==> config.mk <==
export PLATFORM = sky130hd
export DESIGN_NAME = circle_rasterizer_unit_flat
export DESIGN_NICKNAME = d
export VERILOG_FILES = /design/src/hdl/crast_pkg.sv /design/src/hdl/crast_if.sv /design/src/hdl/crast_front.sv /design/src/hdl/crast_queue.sv /design/src/hdl/crast_back.sv /design/src/hdl/circle_rasterizer_unit.sv /design/src/flat_wrapper.sv
export SDC_FILE = /design/constraint.sdc
export NUM_CORES = 1
export LEC_CHECK = 0
export ABC_AREA = 1
export CELL_PAD_IN_SITES_DETAIL_PLACEMENT = 1
export CELL_PAD_IN_SITES_GLOBAL_PLACEMENT = 1
export CORE_ASPECT_RATIO = 1.1
export CORE_MARGIN = 5
export CORE_UTILIZATION = 40
export CTS_CLUSTER_DIAMETER = 30
export DETAILED_ROUTE_END_ITERATION = 16
export DONT_BUFFER_PORTS = 1
export GPL_TIMING_DRIVEN = 0
export PLACE_DENSITY = 0.72
export SLEW_MARGIN = 20
export SYNTH_ARGS = -nofsm -noshare
export SYNTH_HDL_FRONTEND = slang
export SYNTH_SLANG_ARGS = --single-unit
export TNS_END_PERCENT = 20
==> constraint.sdc <==
create_clock -name clk -period 4.7 [get_ports clk]
set_input_delay 0.47 -clock clk [delete_from_list [all_inputs] [get_ports clk]]
set_output_delay 0.47 -clock clk [all_outputs]
set_load 0.02 [all_outputs]
==> src/hdl/crast_pkg.sv <==
// Package with shared constants and types for the circle rasterizer.
`default_nettype none

package crast_pkg;

  localparam int COORD_W     = 14;
  localparam int CENTER_W    = 12;
  localparam int RADIUS_W    = 11;
  localparam int OFFSET_W    = 12;
  localparam int DECISION_W  = 14;
  localparam int QUEUE_DEPTH = 2;
  localparam int IDX_W       = 3;

  localparam logic MODE_START = 1'b0;
  localparam logic MODE_STEP  = 1'b1;

  localparam logic STYLE_OUTLINE = 1'b0;
  localparam logic STYLE_FILL    = 1'b1;

  localparam logic [IDX_W-1:0] LAST_OUTLINE = 3'd7;
  localparam logic [IDX_W-1:0] LAST_FILL    = 3'd3;

  typedef struct packed {
    logic        [CENTER_W-1:0] cx;
    logic        [CENTER_W-1:0] cy;
    logic        [OFFSET_W-1:0] across;
    logic signed [OFFSET_W-1:0] down;
    logic                       style;
    logic                       done;
  } job_t;

endpackage

`default_nettype wire

==> src/hdl/crast_if.sv <==
// Request channel interfaces for the circle rasterizer input and output.
`default_nettype none

interface crast_in_if;
  logic                          valid;
  logic                          ready;
  logic                          mode;
  logic [crast_pkg::CENTER_W-1:0] center_x;
  logic [crast_pkg::CENTER_W-1:0] center_y;
  logic [crast_pkg::RADIUS_W-1:0] circle_radius;
  logic                          fill_style;

  modport source (output valid, mode, center_x, center_y, circle_radius, fill_style,
                  input ready);
  modport sink (input valid, mode, center_x, center_y, circle_radius, fill_style,
                output ready);
endinterface

interface crast_out_if;
  logic                                valid;
  logic                                ready;
  logic signed [crast_pkg::COORD_W-1:0] span_x_start;
  logic signed [crast_pkg::COORD_W-1:0] span_x_end;
  logic signed [crast_pkg::COORD_W-1:0] span_row;
  logic                                step_last;
  logic                                circle_done;

  modport source (output valid, span_x_start, span_x_end, span_row, step_last, circle_done,
                  input ready);
  modport sink (input valid, span_x_start, span_x_end, span_row, step_last, circle_done,
                output ready);
endinterface

`default_nettype wire

==> src/hdl/crast_front.sv <==
// Front end: takes requests, holds the circle state and issues one job per step.
`default_nettype none

module crast_front (
  input  wire logic              clk,
  input  wire logic              rst,
  crast_in_if.sink               item,
  input  wire logic              queue_full,
  output logic                   push,
  output crast_pkg::job_t        job
);
  import crast_pkg::*;

  logic        [CENTER_W-1:0]   held_center_x;
  logic        [CENTER_W-1:0]   held_center_y;
  logic        [RADIUS_W-1:0]   held_radius;
  logic                         held_style;
  logic        [OFFSET_W-1:0]   offset_across;
  logic signed [OFFSET_W-1:0]   offset_down;
  logic signed [DECISION_W-1:0] decision_value;
  logic                         circle_active;

  logic [OFFSET_W-1:0]          offset_across_next;
  logic signed [OFFSET_W-1:0]   offset_down_next;
  logic signed [DECISION_W-1:0] decision_value_next;
  logic                         accept;
  logic                         finish;

  logic signed [DECISION_W:0] a_w;
  logic signed [DECISION_W:0] d_w;
  logic signed [DECISION_W:0] dv_w;
  logic signed [DECISION_W:0] r_w;
  logic signed [DECISION_W:0] dv_sum;

  assign item.ready = !queue_full;
  assign accept     = item.valid && item.ready;
  assign push       = accept && (item.mode == MODE_STEP) && circle_active;

  always_comb begin
    a_w  = $signed({{(DECISION_W + 1 - OFFSET_W){1'b0}}, offset_across});
    d_w  = $signed({{(DECISION_W + 1 - OFFSET_W){offset_down[OFFSET_W-1]}}, offset_down});
    dv_w = $signed({decision_value[DECISION_W-1], decision_value});
    r_w  = $signed({{(DECISION_W + 1 - RADIUS_W){1'b0}}, held_radius});
    offset_across_next = offset_across;
    offset_down_next   = offset_down;
    if (dv_w >= (a_w <<< 1)) begin
      dv_sum             = dv_w - (a_w <<< 1) - 15'sd1;
      offset_across_next = offset_across + 12'd1;
    end else if (dv_w < ((r_w - d_w) <<< 1)) begin
      dv_sum           = dv_w + (d_w <<< 1) - 15'sd1;
      offset_down_next = offset_down - 12'sd1;
    end else begin
      dv_sum             = dv_w + ((d_w - a_w - 15'sd1) <<< 1);
      offset_down_next   = offset_down - 12'sd1;
      offset_across_next = offset_across + 12'd1;
    end
    decision_value_next = dv_sum[DECISION_W-1:0];
    finish = $signed({offset_down_next[OFFSET_W-1], offset_down_next})
             < $signed({1'b0, offset_across_next});
  end

  always_comb begin
    job.cx     = held_center_x;
    job.cy     = held_center_y;
    job.across = offset_across;
    job.down   = offset_down;
    job.style  = held_style;
    job.done   = finish;
  end

  always_ff @(posedge clk) begin
    if (rst) begin
      held_center_x  <= '0;
      held_center_y  <= '0;
      held_radius    <= '0;
      held_style     <= STYLE_OUTLINE;
      offset_across  <= '0;
      offset_down    <= '0;
      decision_value <= '0;
      circle_active  <= 1'b0;
    end else if (accept && (item.mode == MODE_START)) begin
      held_center_x  <= item.center_x;
      held_center_y  <= item.center_y;
      held_radius    <= item.circle_radius;
      held_style     <= item.fill_style;
      offset_across  <= '0;
      offset_down    <= $signed({1'b0, item.circle_radius});
      decision_value <= $signed({{(DECISION_W - RADIUS_W){1'b0}}, item.circle_radius})
                        - 14'sd1;
      circle_active  <= 1'b1;
    end else if (push) begin
      offset_across  <= offset_across_next;
      offset_down    <= offset_down_next;
      decision_value <= decision_value_next;
      circle_active  <= !finish;
    end
  end

endmodule

`default_nettype wire

==> src/hdl/crast_queue.sv <==
// Small job queue between the front end and the span generator.
`default_nettype none

module crast_queue #(
  parameter int Depth = crast_pkg::QUEUE_DEPTH
) (
  input  wire logic             clk,
  input  wire logic             rst,
  input  wire logic             push,
  input  wire crast_pkg::job_t  push_job,
  input  wire logic             pop,
  output logic                  full,
  output logic                  head_valid,
  output crast_pkg::job_t       head_job
);
  import crast_pkg::*;

  localparam int PtrW = $clog2(Depth);
  localparam int CntW = $clog2(Depth + 1);

  job_t            entries [Depth];
  logic [PtrW-1:0] wr_ptr;
  logic [PtrW-1:0] rd_ptr;
  logic [CntW-1:0] count;

  assign full       = (count == CntW'(Depth));
  assign head_valid = (count != '0);
  assign head_job   = entries[rd_ptr];

  always_ff @(posedge clk) begin
    if (push) begin
      entries[wr_ptr] <= push_job;
    end
  end

  always_ff @(posedge clk) begin
    if (rst) begin
      wr_ptr <= '0;
      rd_ptr <= '0;
      count  <= '0;
    end else begin
      if (push) begin
        wr_ptr <= (wr_ptr == PtrW'(Depth - 1)) ? '0 : wr_ptr + 1'b1;
      end
      if (pop) begin
        rd_ptr <= (rd_ptr == PtrW'(Depth - 1)) ? '0 : rd_ptr + 1'b1;
      end
      if (push && !pop) begin
        count <= count + 1'b1;
      end else if (pop && !push) begin
        count <= count - 1'b1;
      end
    end
  end

`ifndef SYNTH
  a_no_overflow: assert property (@(posedge clk) disable iff (rst) full |-> !push)
    else $error("Queue written while full.");
  a_no_underflow: assert property (@(posedge clk) disable iff (rst) pop |-> head_valid)
    else $error("Queue read while empty.");
`endif

endmodule

`default_nettype wire

==> src/hdl/crast_back.sv <==
// Back end: turns each queued job into its outline points or fill spans.
`default_nettype none

module crast_back (
  input  wire logic             clk,
  input  wire logic             rst,
  input  wire logic             head_valid,
  input  wire crast_pkg::job_t  head_job,
  output logic                  pop,
  crast_out_if.source           span
);
  import crast_pkg::*;

  logic [IDX_W-1:0]          idx;
  logic [IDX_W-1:0]          last_idx;
  logic                      load;
  logic                      is_last;
  logic signed [COORD_W-1:0] cx_w;
  logic signed [COORD_W-1:0] cy_w;
  logic signed [COORD_W-1:0] a_w;
  logic signed [COORD_W-1:0] d_w;
  logic signed [COORD_W-1:0] x_off;
  logic signed [COORD_W-1:0] r_off;
  logic signed [COORD_W-1:0] xs_val;
  logic signed [COORD_W-1:0] xe_val;
  logic signed [COORD_W-1:0] row_val;

  assign last_idx = (head_job.style == STYLE_FILL) ? LAST_FILL : LAST_OUTLINE;
  assign is_last  = (idx == last_idx);
  assign load     = head_valid && (!span.valid || span.ready);
  assign pop      = load && is_last;

  always_comb begin
    cx_w = $signed({{(COORD_W - CENTER_W){1'b0}}, head_job.cx});
    cy_w = $signed({{(COORD_W - CENTER_W){1'b0}}, head_job.cy});
    a_w  = $signed({{(COORD_W - OFFSET_W){1'b0}}, head_job.across});
    d_w  = $signed({{(COORD_W - OFFSET_W){head_job.down[OFFSET_W-1]}}, head_job.down});
    if (head_job.style == STYLE_FILL) begin
      x_off   = (idx == 3'd0 || idx == 3'd3) ? d_w : a_w;
      r_off   = (idx == 3'd0 || idx == 3'd3) ? a_w : d_w;
      xs_val  = cx_w - x_off;
      xe_val  = cx_w + x_off;
      row_val = idx[1] ? (cy_w - r_off) : (cy_w + r_off);
    end else begin
      x_off   = idx[0] ? d_w : a_w;
      r_off   = idx[0] ? a_w : d_w;
      xs_val  = idx[1] ? (cx_w - x_off) : (cx_w + x_off);
      xe_val  = xs_val;
      row_val = idx[2] ? (cy_w - r_off) : (cy_w + r_off);
    end
  end

  always_ff @(posedge clk) begin
    if (load) begin
      span.span_x_start <= xs_val;
      span.span_x_end   <= xe_val;
      span.span_row     <= row_val;
      span.step_last    <= is_last;
      span.circle_done  <= is_last && head_job.done;
    end
  end

  always_ff @(posedge clk) begin
    if (rst) begin
      idx        <= '0;
      span.valid <= 1'b0;
    end else begin
      if (load) begin
        idx        <= is_last ? '0 : idx + 1'b1;
        span.valid <= 1'b1;
      end else if (span.ready) begin
        span.valid <= 1'b0;
      end
    end
  end

`ifndef SYNTH
  a_fill_idx: assert property (@(posedge clk) disable iff (rst)
    head_valid && (head_job.style == STYLE_FILL) |-> idx <= LAST_FILL)
    else $error("Fill job index past its last span.");
  a_done_is_last: assert property (@(posedge clk) disable iff (rst)
    span.valid && span.circle_done |-> span.step_last)
    else $error("Circle end flagged on a request that does not end its step.");
  a_idx_idle: assert property (@(posedge clk) disable iff (rst)
    !head_valid |-> idx == '0)
    else $error("Span index left mid-job with no job queued.");
`endif

endmodule

`default_nettype wire

==> src/hdl/circle_rasterizer_unit.sv <==
// Circle rasterizer top level: front end, job queue and span generator.
//
// The item channel takes start requests (mode 0), which load the center, radius and
// style, and step requests (mode 1), which each produce the points or spans of one
// octant step. The span channel returns one point or span per request.
// A step request in outline style yields eight requests on the span channel, in fill
// style four; the final one of a step has step_last set, and circle_done marks the
// final one of the circle. Start requests and steps on an idle circle yield nothing.
// The first span of a step passes through the job queue and then the span output
// register, and it can be held behind earlier jobs or a stalled span channel. The
// span generator delivers one request per cycle while a job is queued and the span
// channel takes them; start requests never reach it.
// The front end keeps accepting requests while a job queue of QueueDepth entries has
// room, so a stalled span channel holds the item channel only once the queue is full.
// Reset clears the circle state, empties the queue and drops any pending span.
`default_nettype none

module circle_rasterizer_unit #(
  parameter int QueueDepth = crast_pkg::QUEUE_DEPTH
) (
  input wire logic    clk,
  input wire logic    rst,
  crast_in_if.sink    item,
  crast_out_if.source span
);
  import crast_pkg::*;

  logic q_push;
  logic q_pop;
  logic q_full;
  logic q_head_valid;
  job_t push_job;
  job_t head_job;

  crast_front u_front (
    .clk        (clk),
    .rst        (rst),
    .item       (item),
    .queue_full (q_full),
    .push       (q_push),
    .job        (push_job)
  );

  crast_queue #(
    .Depth (QueueDepth)
  ) u_queue (
    .clk        (clk),
    .rst        (rst),
    .push       (q_push),
    .push_job   (push_job),
    .pop        (q_pop),
    .full       (q_full),
    .head_valid (q_head_valid),
    .head_job   (head_job)
  );

  crast_back u_back (
    .clk        (clk),
    .rst        (rst),
    .head_valid (q_head_valid),
    .head_job   (head_job),
    .pop        (q_pop),
    .span       (span)
  );

endmodule

`default_nettype wire
==> src/flat_wrapper.sv <==
// flat-port wrapper written by rule: the top's interface ports become plain ports
module circle_rasterizer_unit_flat import crast_pkg::*;
#(
  parameter int QueueDepth = crast_pkg::QUEUE_DEPTH
)
  (clk, rst, item_valid, item_mode, item_center_x, item_center_y, item_circle_radius, item_fill_style, item_ready, span_valid, span_span_x_start, span_span_x_end, span_span_row, span_step_last, span_circle_done, span_ready);
  crast_in_if item_i ();
  crast_out_if span_i ();
  input wire logic clk;
  input wire logic rst;
  input wire logic [$bits(item_i.valid)-1:0] item_valid;
  input wire logic [$bits(item_i.mode)-1:0] item_mode;
  input wire logic [$bits(item_i.center_x)-1:0] item_center_x;
  input wire logic [$bits(item_i.center_y)-1:0] item_center_y;
  input wire logic [$bits(item_i.circle_radius)-1:0] item_circle_radius;
  input wire logic [$bits(item_i.fill_style)-1:0] item_fill_style;
  output wire logic [$bits(item_i.ready)-1:0] item_ready;
  output wire logic [$bits(span_i.valid)-1:0] span_valid;
  output wire logic [$bits(span_i.span_x_start)-1:0] span_span_x_start;
  output wire logic [$bits(span_i.span_x_end)-1:0] span_span_x_end;
  output wire logic [$bits(span_i.span_row)-1:0] span_span_row;
  output wire logic [$bits(span_i.step_last)-1:0] span_step_last;
  output wire logic [$bits(span_i.circle_done)-1:0] span_circle_done;
  input wire logic [$bits(span_i.ready)-1:0] span_ready;
  assign item_i.valid = item_valid;
  assign item_i.mode = item_mode;
  assign item_i.center_x = item_center_x;
  assign item_i.center_y = item_center_y;
  assign item_i.circle_radius = item_circle_radius;
  assign item_i.fill_style = item_fill_style;
  assign item_ready = item_i.ready;
  assign span_valid = span_i.valid;
  assign span_span_x_start = span_i.span_x_start;
  assign span_span_x_end = span_i.span_x_end;
  assign span_span_row = span_i.span_row;
  assign span_step_last = span_i.step_last;
  assign span_circle_done = span_i.circle_done;
  assign span_i.ready = span_ready;
  circle_rasterizer_unit #(.QueueDepth(QueueDepth)) u_core (.clk(clk), .rst(rst), .item(item_i), .span(span_i));
endmodule
==> summary.txt, run 1 <==
Timing
  – Worst-margin pin slew: 1130 ps
  – Fin crit period: 5270 ps
  – Layout Skew: 58.3 ps
  – Hold Vio Cnt, Final: 0
  – Tcrit/Tclk final: 1.12
  – RSZ-0062 raised after global routing: true
  – Setup WS post-layout: -572 ps
  – Final setup fails: 3
  – Worst rel slew slack: 0.241
  – Slew Limit Fails: 0
  – Peak Freq: 190 MHz

Synth
  – YS warnings: 0
  – Synthesized area per cell: 7.73 µm²
  – Fraction of registers with async set/reset: 0
  – Post-synthesis cell count: 2097
  – Post-synthesis sequential area ratio: 0.368
  – Synth Register Bits: 227
  – Post-Syn Area: 16200 µm²
  – Post-synth EDFFs: 143
  – Yosys cell types: 53
  – Commonest register cell after synthesis: edfxtp_1
  – Net Count, Synth: 2300

Power and ir drop
  – Max VDD drop: 0.285 mV
  – P_leak: 0.00870 µW
  – Tot Pwr: 9760 µW
  – Pwr dens: 499 nW/µm²

Critical path
  – Worst reg2reg path depth: 35
  – End of the worst register-to-register path: u_core.u_queue.entries[1][0]
  – Largest stage delay on the critical path: 380 ps
  – Crit. End Element: flip-flop
  – Largest delay contributor family on the critical path: simple AND/OR/NAND/NOR gates
  – Reg2Reg Setup Slack: -570 ps
  – Reg2reg start: u_core.u_front.offset_down[0]
  – Crit path kind: reg -> reg
  – WP buf/inv: 7
  – Crit path launch type: flip-flop
  – Arr. time, crit path: 5630 ps
  – Critical-path top delay cell: fa_2
  – CP required: 5050 ps
  – CP max FO: 4

Placed design
  – Place WS: -1780 ps
  – Gp weighted congestion: 0.922
  – I/O Buffers: 0
  – DP HPWL: 43300 µm
  – Post-DP Area: 17000 µm²
  – Placed Instances: 2616

Floorplanning
  – Initial Util: 0.404
  – Die W: 202 µm
  – Core Box Area: 40200 µm²
  – Rows: 77
  – I/O Pins: 87
  – Die area: 44700 µm²
  – Die Ht: 221 µm

Final layout
  – Final Cell Area: 19500 µm²
  – Area added between synthesis and finish: 20.5%
  – Fill cell count: 4827
  – FF+latch area: 6000 µm²
  – Final cell count without fillers: 2739
  – Layout cells sized above 1: 0.120
  – Diode count: 0
  – NumNets Final: 2386
  – Area of the multi-input gates: 9320 µm²

Routing
  – Routed WL: 56500 µm
  – Vias per std cell: 5.44
  – Remaining antenna violation count: 0
  – # DRC: 0
  – Vias: 14.9k
  – DR iter-0 viols: 645
  – Initial DRT Pass Iterations: 5
  – Drt wl/cell: 20.6 µm

CTS
  – CTS tree: done
  – Root Driver: clkbuf_16
  – Clock Pin Slew Worst Setup and Hold Paths: 60 ps
  – H-Tree Depth: 2
  – CTS Buf Count: 51
  – Clk sinks: 227
  – Worst-skew pair later-pin latency: 610 ps
  – Max clock buf depth: 3

Hold path
  – Hold path endpoint: u_core.u_front.held_center_y[2]
  – Hold wc startpoint: item_center_y[2]
  – Hold Path Class: in -> reg
  – Hold depth: 2

Flow run
  – Number of max-cap violations: 0

Global route
  – Number of global-route vias before repair: 16.1k
  – Antenna violations before repair: 0
  – Largest net degree at the start of global routing: 26
  – GR Overflow Total: 0
  – Gr usage total: 0.246
  – First-pass GRT wire length: 87000 µm

Status
  – Status: finished, violations left
  – Failing checks: negative setup slack
cells by family after synthesis:
kind of cell	Yosys count	synth area share
multiplexers	3	0.00185
XOR/XNOR	106	0.0572
AO/OA/AOI/OAI	468	0.164
adder cells (fa/ha/maj)	162	0.129
flip-flops	227	0.368
buffers and inverters	333	0.0791
AND/OR/NAND/NOR	798	0.200
sequential cells by signal, indices dropped and copies added (netlist names), named ones only:
register / count
u_core.u_front.held_center_y: 12
u_core.u_back.span.span_x_end: 13
u_core.u_queue.wr_ptr: 1
u_core.u_back.span.step_last: 1
u_core.u_queue.rd_ptr: 1
u_core.u_front.held_center_x: 12
u_core.u_back.span.valid: 1
u_core.u_front.offset_across: 12
u_core.u_front.held_style: 1
u_core.u_back.span.span_x_start: 14
u_core.u_front.circle_active: 1
u_core.u_front.held_radius: 11
u_core.u_front.offset_down: 12
u_core.u_front.decision_value: 14
u_core.u_queue.count: 2
u_core.u_back.span.span_row: 14
u_core.u_back.span.circle_done: 1
u_core.u_queue.entries: 100
u_core.u_back.idx: 3
how the worst max path moves through the flow:
stage,start,endpoint,slack (ps),depth (start not counted)
after floorplan,u_core.u_front.offset_down[0],u_core.u_front.circle_active,70,35
after detailed placement,u_core.u_front.offset_down[3],u_core.u_front.circle_active,-1780,36
after global placement,u_core.u_front.offset_down[3],u_core.u_front.circle_active,-1540,36
after CTS,u_core.u_front.offset_down[0],u_core.u_front.circle_active,-490,35
final,u_core.u_front.offset_down[0],u_core.u_queue.entries[1][0],-570,35
after global routing,u_core.u_front.offset_down[0],u_core.u_front.circle_active,-760,37
power breakdown:
group	switching, µW	leakage [µW]	total (µW)	internal [µW]
Clock	1360	0.000908	3900	2550
Sequential	123	0.00203	2380	2260
Combinational	2190	0.00576	3470	1280
Total	3680	0.00870	9760	6080
cells in the mapped netlist (4+ instances only):
cell | instances | area share
a211oi_1 | 10 | 0.0046
a21o_1 | 4 | 0.0019
a21oi_1 | 166 | 0.051
a31oi_1 | 15 | 0.0058
buf_1 | 4 | 0.00093
buf_2 | 8 | 0.0025
buf_4 | 4 | 0.0019
clkbuf_1 | 42 | 0.0097
dfxtp_1 | 84 | 0.10
edfxtp_1 | 143 | 0.26
fa_1 | 9 | 0.011
ha_1 | 153 | 0.12
inv_1 | 259 | 0.060
inv_2 | 14 | 0.0032
nand2_1 | 475 | 0.11
nand3_1 | 61 | 0.019
nand4_1 | 12 | 0.0046
nor2_1 | 190 | 0.044
nor3_1 | 20 | 0.0062
o211ai_1 | 14 | 0.0065
o21ai_0 | 167 | 0.052
o21ai_1 | 26 | 0.0080
o21ai_2 | 22 | 0.012
o21bai_1 | 7 | 0.0032
o221ai_1 | 5 | 0.0027
o22ai_1 | 8 | 0.0031
or2_0 | 6 | 0.0023
or2_1 | 11 | 0.0042
or2_2 | 8 | 0.0031
xnor2_1 | 31 | 0.017
xor2_1 | 75 | 0.041
worst reg2reg max path: cells and delay by family (launching register included):
kind | cells | cell delay [ps]
compound gates | 7 | 940
fa+ha+maj | 4 | 1130
flops | 1 | 350
buf+inv | 7 | 780
xor+xnor | 2 | 350
simple gates | 15 | 1460
final cells by class:
class	count	share of cell area
Sequential cell	227	0.307
Clock buffer	53	0.0673
Timing Repair Buffer	36	0.0204
Multi-Input combinational cell	1537	0.477
Inverter	274	0.0533
Clock inverter	43	0.0291
Buffer	56	0.0136
Tap cell	513	0.0328
metal layers:
metal	GRT usage	routed length [µm]
met1	0.260	21700
met5	0	0
met2	0.480	30600
met3	0.0337	1650
met4	0.107	2560
stage by stage:
step,setup TNS [ps],util,hold slack (ps)
floorplan,0,-,420
global placement,-92140,0.420,431
detailed placement,-21500,0.424,435
CTS,-1480,0.481,1.38
global route,-2590,0.487,6.47
finish,-1700,0.487,7.92
cell usage in the layout (no fill, tap or decap), types with 36 or more instances in the layout:
| master | synthesis | routed |
|---|---|---|
| nand3_1 | 61 | 59 |
| dfxtp_1 | 84 | 75 |
| nand2_1 | 475 | 468 |
| ha_1 | 153 | 142 |
| nor2_1 | 190 | 187 |
| o21ai_0 | 167 | 154 |
| clkbuf_1 | 42 | 36 |
| edfxtp_1 | 143 | 143 |
| xor2_1 | 75 | 75 |
| clkbuf_16 | 0 | 52 |
| a21oi_1 | 166 | 155 |
| inv_1 | 259 | 249 |
repair_timing:
item | 4_1_cts | 5_1_grt
setup buffers | 15 | 11
hold buffers | 4 | 0
gates resized for setup | 73 | 44
pin swaps | 25 | 33
setup endpoints to repair | 45 | 20
endpoints found under the hold margin | 4 | 0
Power figures use the tool's default switching activity.
==> inputs of run 2 (changes only) <==
--- a/config.mk
+++ b/config.mk
@@ -16,3 +16,2 @@
 export DONT_BUFFER_PORTS = 1
-export GPL_TIMING_DRIVEN = 0
 export PLACE_DENSITY = 0.72
--- a/constraint.sdc
+++ b/constraint.sdc
@@ -3,2 +3,2 @@
 set_output_delay 0.47 -clock clk [all_outputs]
-set_load 0.02 [all_outputs]
+set_load 0.1 [all_outputs]
==> run 2 against run 1 <==
Net effect:
- the flow still finishes with violations (negative setup slack)
- register-to-register slack improved by 340 ps
- maximum frequency rose by 6.9%
- sequential share of layout area down 0.19 points
- die area stayed put
- sequential power grew 5%
- clock-buffer cell count rose by 4
- setup slack gained 340 ps
- critical path type unchanged
- largest cell class unchanged
- highest routed layer unchanged
==> summary.txt, run 2 (synthesized netlist as in run 1, its figures left out) <==
Status
  – Status: finished, violations left
  – Failing checks: negative setup slack

Placed design
  – DP HPWL: 40700 µm (-6.0%)
  – Gp weighted congestion: 0.962 (+4.3%)
  – I/O Buffers: 0 (unchanged)
  – Place WS: -414 ps (+1360 ps)
  – Placed Instances: 2624 (+0.31%)

CTS
  – Clock Pin Slew Worst Setup and Hold Paths: 50 ps (about the same)
  – H-Tree Depth: 2 (unchanged)
  – Root Driver: clkbuf_16
  – CTS Buf Count: 50 (-2.0%)
  – Clk sinks: 227 (unchanged)
  – CTS tree: done
  – Worst-skew pair later-pin latency: 600 ps (about the same)
  – Max clock buf depth: 3 (unchanged)

Final layout
  – NumNets Final: 2405 (+0.80%)
  – Biggest register: u_core.u_queue.entries
  – Final cell count without fillers: 2756 (+0.62%)
  – Most frequent cells in the layout: nand2_1 (470), inv_1 (255), nor2_1 (185), o21ai_0 (161), a21oi_1 (159)
  – Most common cell after layout, fill and taps aside: nand2_1
  – Area added between synthesis and finish: 20.8%
  – Max reg flops: 100 (unchanged)
  – Layout cells sized above 1: 0.127 (+0.00622)
  – Diode count: 0 (unchanged)

Global route
  – Met2 usage: 0.441 (-0.0397)
  – Number of global-route vias before repair: 15.7k (-2.5%)
  – GR Overflow Total: 0 (unchanged)
  – Antenna violations before repair: 1 (+1)
  – Largest net degree at the start of global routing: 49 (+88%)
  – Met1 Track Usage GR: 0.265 (+0.00572)
  – GR met3 Demand/Resource: 0.0322 (-0.00146)
  – First-pass GRT wire length: 83900 µm (-3.6%)
  – Busiest layer in global routing: met2
  – Gr usage total: 0.234 (-0.0116)

Critical path
  – CP required: 5160 ps (+110 ps)
  – Crit. End Element: flip-flop
  – Critical-path top delay cell: fa_2
  – CP max FO: 3 (-1)
  – Crit path kind: reg -> reg
  – Arr. time, crit path: 5390 ps (-240 ps)
  – Crit path launch type: flip-flop
  – Largest stage delay on the critical path: 350 ps (-30 ps)
  – Top cell by count, worst path: nand2_1

Routing
  – Drt wl/cell: 19.5 µm (-5.3%)
  – DR iter-0 viols: 685 (+6.2%)
  – Remaining antenna violation count: 0 (unchanged)
  – Routed WL: 53800 µm (-4.7%)
  – Vias per std cell: 5.41 (-0.49%)
  – # DRC: 0 (unchanged)
  – Vias: 14.9k (+0.13%)
  – Initial DRT Pass Iterations: 5 (unchanged)

Timing
  – Tcrit/Tclk final: 1.05 (-0.0724)
  – Peak Freq: 203 MHz (+6.9%)
  – RSZ-0062 raised after global routing: true
  – Hold slack: 29.9 ps (+22.0 ps)
  – Hold Vio Cnt, Final: 0 (unchanged)
  – Final setup fails: 3 (unchanged)
  – Fin crit period: 4930 ps (-340 ps)
  – Final TNS setup: -636 ps (+1070 ps)
  – Worst rel slew slack: 0.315 (+0.0740)
  – Layout Skew: 72.5 ps (+14.2 ps)
  – Setup WS post-layout: -232 ps (+340 ps)
  – Worst-margin pin slew: 1030 ps (-105 ps)
  – Slew Limit Fails: 0 (unchanged)

Power and ir drop
  – Pwr dens: 499 nW/µm² (about the same)
  – P_leak: 0.00886 µW (+1.9%)
  – Max VDD drop: 0.300 mV (+5.3%)
  – Tot Pwr: 9780 µW (+0.19%)

Hold path
  – Hold Path Class: in -> reg

Floorplanning
  – Die Ht: 221 µm (unchanged)
  – Rows: 77 (unchanged)
  – Die area: 44700 µm² (unchanged)
  – Core Box Area: 40200 µm² (unchanged)
  – Die W: 202 µm (unchanged)
  – Initial Util: 0.404 (unchanged)
  – I/O Pins: 87 (unchanged)

Flow run
  – Number of max-cap violations: 0 (unchanged)
[run 2: worst paths after layout]
kind / startpoint / endpoint / slack (ps) / cells after the start
max: u_core.u_front.held_radius[0] / u_core.u_front.circle_active / -230 / 39
min: item_center_y[1] / u_core.u_front.held_center_y[1] / 30 / 2
max reg2reg: u_core.u_front.held_radius[0] / u_core.u_front.circle_active / -230 / 39
min reg2reg: u_core.u_front.held_center_y[1] / u_core.u_queue.entries[1][27] / 450 / 0
[run 2: through the flow]
step                      area [µm²]  utilization
after floorplan                16200            -
after detailed placement       17200        0.428
after CTS                      19400        0.483
final                          19600        0.488
after global routing           19600        0.488
after global placement         17200        0.428
[run 2: timing repair]
| action | CTS | global route |
|---|---|---|
| buffers inserted | 21 | 7 |
| pin swaps | 26 | 29 |
| resized for setup | 23 | 27 |
| endpoints found under the hold margin | 36 | 1 |
| hold buffers | 10 | 1 |
| setup endpoints to repair | 3 | 6 |
[run 2: power breakdown]
group / total, µW / internal, µW / switching (µW)
Sequential: 2500 / 2260 / 241
Combinational: 3510 / 1310 / 2200
Clock: 3770 / 2520 / 1250
Total: 9780 / 6090 / 3690
[run 2: area by class of cell]
| type | instances | area (µm²) |
|---|---|---|
| clock buffer | 57 | 1300 |
| clock inverter | 36 | 541 |
| timing repair buffer | 112 | 926 |
| inverter | 274 | 1030 |
| sequential | 227 | 5980 |
| fill | 4829 | 20600 |
| tap | 513 | 642 |
| multi-input combinational | 1537 | 9180 |
[run 2: metal layers]
metal | wire (µm) | vias to the layer above
li1 | - | 7219
met1 | 21900 | 7263
met2 | 28200 | 316
met3 | 1680 | 110
met4 | 1990 | 0
met5 | 0 | -
[run 2: worst max-delay path: cells and delay by family (launching register included)]
| family | cells | cell delay, ps |
|---|---|---|
| fa+ha+maj | 4 | 1070 |
| compound gates | 7 | 790 |
| simple gates | 16 | 1340 |
| buf+inv | 10 | 960 |
| xor+xnor | 2 | 320 |
| flops | 1 | 310 |
